**src/rtl/subpage_slab_allocator_top_macros.svh**
```systemverilog
// ----------------------------------------------------------------------------
// Assertion macros for the sub-page slab allocator
// Each macro expands to a concurrent assertion in simulation and to nothing
// in synthesis.
// ----------------------------------------------------------------------------
`ifndef SUBPAGE_SLAB_ALLOCATOR_TOP_MACROS_SVH
`define SUBPAGE_SLAB_ALLOCATOR_TOP_MACROS_SVH
`ifndef SYNTHESIS
// prop must hold at every clock edge out of reset
`define SSA_ASSERT(lbl, clk, rst_n, prop) \
	lbl: assert property (@(posedge clk) disable iff (!rst_n) (prop)) \
	else $error("assertion failed");
// expr must never be true out of reset
`define SSA_ASSERT_NEVER(lbl, clk, rst_n, expr) \
	lbl: assert property (@(posedge clk) disable iff (!rst_n) !(expr)) \
	else $error("forbidden condition seen");
`else
`define SSA_ASSERT(lbl, clk, rst_n, prop)
`define SSA_ASSERT_NEVER(lbl, clk, rst_n, expr)
`endif
`endif

```
**src/rtl/ssa_ram.sv**
```systemverilog
`timescale 1ns / 1ps
`default_nettype none
// ----------------------------------------------------------------------------
// ssa_ram
// Generic single-write, single-read RAM with registered read data.
// ----------------------------------------------------------------------------
module ssa_ram #(
	parameter int WIDTH = 8,
	parameter int DEPTH = 16
) (
	input  wire logic                                   clk,
	input  wire logic                                   we,
	input  wire logic [(DEPTH > 1 ? $clog2(DEPTH) : 1)-1:0] waddr,
	input  wire logic [WIDTH-1:0]                       wdata,
	input  wire logic                                   re,
	input  wire logic [(DEPTH > 1 ? $clog2(DEPTH) : 1)-1:0] raddr,
	output logic [WIDTH-1:0]                            rdata
);

	logic [WIDTH-1:0] mem [DEPTH];

	always_ff @(posedge clk) begin
		if (we)
			mem[waddr] <= wdata;
		if (re)
			rdata <= mem[raddr];
	end

endmodule
`default_nettype wire

```
**config.mk**
```make
export PLATFORM = sky130hd
export DESIGN_NAME = ssa_ram
export DESIGN_NICKNAME = d
export VERILOG_FILES = /design/src/rtl/subpage_slab_allocator_top_macros.svh /design/src/rtl/ssa_ram.sv
export SDC_FILE = /design/constraint.sdc
export NUM_CORES = 1
export LEC_CHECK = 0
export ABC_AREA = 0
export BUFFER_PORTS_ARGS = -buffer_cell sky130_fd_sc_hd__buf_2
export CORE_ASPECT_RATIO = 1.75
export CORE_MARGIN = 2
export CORE_UTILIZATION = 37
export CTS_BUF_LIST = sky130_fd_sc_hd__clkbuf_2
export DETAILED_ROUTE_END_ITERATION = 7
export SKIP_LAST_GASP = 1
export SLEW_MARGIN = 20
export SYNTH_ARGS = -nofsm -noshare
export SYNTH_HDL_FRONTEND = slang
export SYNTH_SLANG_ARGS = --single-unit
```
**constraint.sdc**
```tcl
create_clock -name clk -period 3.28 [get_ports clk]
set_input_delay 0.656 -clock clk [delete_from_list [all_inputs] [get_ports clk]]
set_output_delay 0.656 -clock clk [all_outputs]
set_load 0.01 [all_outputs]
```
Yosys cells after proc, flatten, opt, wreduce, memory -nomap -nowiden. Memories as Yosys holds them, arrays and structs flattened. A register that Yosys moved wholly into a read port is not among the register bits. Index checks and enable logic that the tools add are counted. Widths: inputs -> output; s select.

Flip-flop bits (word level): 0. RAM bits: 128. Input port bits: 19. Output and inout port bits: 8. Word-level logic and storage cells: 3. Memories kept: 1.

Memories: mem (depth 16, bits a word 8, rd ports 1, clocked after memory_dff 1, wr ports 1, RTL line ssa_ram.sv:20) `logic [WIDTH-1:0] mem [DEPTH];`.

Muxes and demuxes: 2.

Operators with widths (count): $mux 1 (2).

Longest topological paths before layout.
Word-level depth: 2. Mapped depth: 5. Gate-level depth less buffers: 3.

Least setup slack after synthesis. No wires, ideal clock.

Path type: input -> register. Start: input waddr[2] (netlist name). End: memory mem[0][0], enable pin. Library setup time: 0.383 ns. Arrival: 1.766 ns. Data required time: 2.897 ns. Setup slack: 1.131 ns. Stages: 2. Path buffers: 0. Cells stage by stage: or3b_2 > nor3_1.

RTL lines: start, declared (RTL line ssa_ram.sv:13) `input wire logic [(DEPTH > 1 ? $clog2(DEPTH) : 1)-1:0] waddr,`; end, declared (RTL line ssa_ram.sv:20).

No word-level cell before the write port.

Worst setup path in the final report.
Start: register rdata[3] (read register of mem). End: output rdata[3].

RTL lines: start, declared (RTL line ssa_ram.sv:17) `output logic [WIDTH-1:0] rdata`.

No word-level cell between the ends.

==> results.tsv <==
metric	value	unit
largest net degree at the start of global routing	23	
synth warn	0	
Num Clock Sinks	136	
final wirelength	9850	um
crit-path cells	buf_2	
DR iter-0 viols	235	
Fmax achieved	529	MHz
Post-CTS Resized	0	
initial core utilization	0.378	
critical path class	flip-flop to primary output	
syn avg cell area	22.8	sq um
critical-path maximum fanout	1	
I/O pins	27	
Worst EP required	2.62	ns
die height	161	um
Levels on crit path	1	
fin util	0.425	
CP max stage delay	0.42	ns
peak supply drop	307	uV
Slew Limit Fails	0	
vias in the first global route	2598	
Post-Synth XOR/XNOR Area	0	
Reg area	4080	sq um
DRC	0	
GPL Wtd Cong	0.739	
dpl cells	437	
# nets final	298	
R2R Path Start	mem[1][0]$_DFFE_PP_	
largest family of logic cells by synthesized area	multiplexers	
CP arrival	1.24	ns
Port Buf Inserts	26	
Design Area, Final	5880	sq um
Final Hold Vio Count	0	
Tot GR Track Use	0.143	
P per Cell Area	539	nW/um^2
area delta synth->final	12.5	%
Hold Crit Start	re	
Hold Buf Count CTS	0	
RSZ-0062 raised after global routing	false	
Root Buffer	clkbuf_2	
Seq cells post-synth	136	
die footprint	15100	sq um
worst slew pin tran	0.905	ns
placed cell areas	5620	sq um
Rows	57	
Post-Syn Area	5230	sq um
Crit-path slowest cell	edfxtp_1	
clock buffer depth	2	
Worst R2R End	rdata[0]$_DFFE_PP_	
Synth Area in Adders	0	
number of post-CTS setup repair buffers	0	
R2R depth	3	
clock transition at the registers of the reported paths	0.19	ns
chip width	93.9	um
ratio of cells with drive above 1 in the final layout	0.315	
Fin Setup TNS	0	ns
# H-tree levels	4	
CP Buf/Inv Count	1	
Syn Nets	248	
Worst Setup SP	rdata[3]$_DFFE_PP_	
WL/cell	21.0	um
via/cell ratio	5.11	
clk_skew	0.0220	ns
Num CTS Buffers	17	
status	finished, final reports clean	
first-pass GRT wire length	15100	um
Worst Hold Class	primary input to flip-flop	
mux contribution to synthesized area	0.148	
critical path endpoint	rdata[3]	
max_cap viols	0	
CORE AREA	13800	sq um
fin cells	470	
total number of vias	2400	
first-pass detailed-route iteration total	4	
fillers	1232	
Final Cycle Share	0.577	
Post-Synth Simple-Gate Area	0.0314	
area of the multi-input gates	1060	sq um
sequential share of the synthesized area	0.781	
min Tclk post-route	1.89	ns
Worst slew margin	0.394	
CP top delay family	flip-flops	
Cells after Synth	229	
Netlist cell types	18	
CTS tree	built	
antenna-violating nets left	0	
P_leak	1.94	nW
grt ovf	0	
Skew-Pair Late Insertion Delay	0.68	ns
setup violators final	0	
r2r setup slk	1.72	ns
Startpoint Class	flip-flop	
DP Wirelength	6940	um
Hold WS	0.301	ns
initial antenna violation count	1	
complex-gate fraction of the synthesized area	0.0230	
Crit. End Element	primary output	
kinds of logic (layout without fill, tap and decap cells):
| kind of cell | Yosys count | in the layout |
|---|---|---|
| flops | 136 | 136 |
| simple gates | 35 | 35 |
| mux | 32 | 32 |
| compound gates | 16 | 16 |
| buf+inv | 10 | 73 |
| other cells | 0 | 1 |
final cells by class:
type | count | area share
diodes | 1 | 0.000425
clock buffers | 18 | 0.0153
clock inverters | 14 | 0.0293
multi-input cells | 83 | 0.180
flip-flops and latches | 136 | 0.694
well taps | 177 | 0.0376
repair buffers | 41 | 0.0434
registers in the layout, summed over array words and instances, names as in the netlist:
register,cells
mem,128
rdata,8
layout by cell type (no fill, tap or decap):
| master | instances |
|---|---|
| a22oi_1 | 16 |
| and2_1 | 1 |
| and2b_1 | 1 |
| buf_12 | 1 |
| buf_2 | 26 |
| buf_4 | 14 |
| bufinv_16 | 3 |
| clkbuf_2 | 18 |
| clkinv_2 | 2 |
| clkinv_4 | 1 |
| clkinvlp_4 | 5 |
| diode_2 | 1 |
| edfxtp_1 | 136 |
| inv_6 | 3 |
| mux4_1 | 14 |
| mux4_2 | 18 |
| nand2_1 | 9 |
| nand2b_1 | 2 |
| nand3_1 | 1 |
| nand3b_1 | 2 |
| nor2_1 | 13 |
| nor2b_1 | 1 |
| nor3_1 | 4 |
| or3b_2 | 1 |
synthesized netlist by cell type:
cell type / number / area (sq um)
nand3b_1: 2 / 15.0
clkdlybuf4s25_2: 3 / 30.0
and2_1: 1 / 6.26
and2b_1: 1 / 7.51
mux4_1: 14 / 368
nor3_1: 4 / 20.0
nand2_1: 9 / 33.8
a22oi_1: 16 / 120
buf_6: 3 / 33.8
nand2b_1: 2 / 12.5
nor2_1: 13 / 48.8
or3b_2: 1 / 8.76
nor2b_1: 1 / 6.26
buf_4: 1 / 7.51
nand3_1: 1 / 5.00
buf_2: 3 / 15.0
mux4_2: 18 / 405
edfxtp_1: 136 / 4080
per-stage QoR:
step | setup WS [ns] | total power, W
floorplan | 1.13 | 0.00210
global placement | 0.938 | 0.00218
detailed placement | 0.907 | 0.00219
CTS | 1.30 | 0.00321
global route | 1.29 | 0.00329
finish | 1.39 | 0.00317
metal layers:
| layer | up-vias | track usage | share of wire |
|---|---|---|---|
| met4 | 0 | 0.0567 | 0.015 |
| li1 | 1079 | - | - |
| met2 | 76 | 0.261 | 0.58 |
| met5 | - | 0 | 0 |
| met3 | 12 | 0.0378 | 0.046 |
| met1 | 1233 | 0.154 | 0.35 |
worst min-delay path by stage:
stage | to | slack (ns) | cells after the start
after floorplan | rdata[0]$_DFFE_PP_ | 0.70 | 3
after global placement | rdata[3]$_DFFE_PP_ | 0.73 | 3
after detailed placement | rdata[1]$_DFFE_PP_ | 0.74 | 3
after CTS | rdata[5]$_DFFE_PP_ | 0.24 | 1
after global routing | rdata[5]$_DFFE_PP_ | 0.25 | 1
final | rdata[4]$_DFFE_PP_ | 0.30 | 1
where the power goes:
| group | switching (W) | total [W] | internal [W] |
|---|---|---|---|
| Sequential | 0.00000850 | 0.00196 | 0.00196 |
| Clock | 0.000597 | 0.00103 | 0.000431 |
| Combinational | 0.000104 | 0.000179 | 0.0000746 |
No activity file was read; power rests on OpenSTA's default activity.
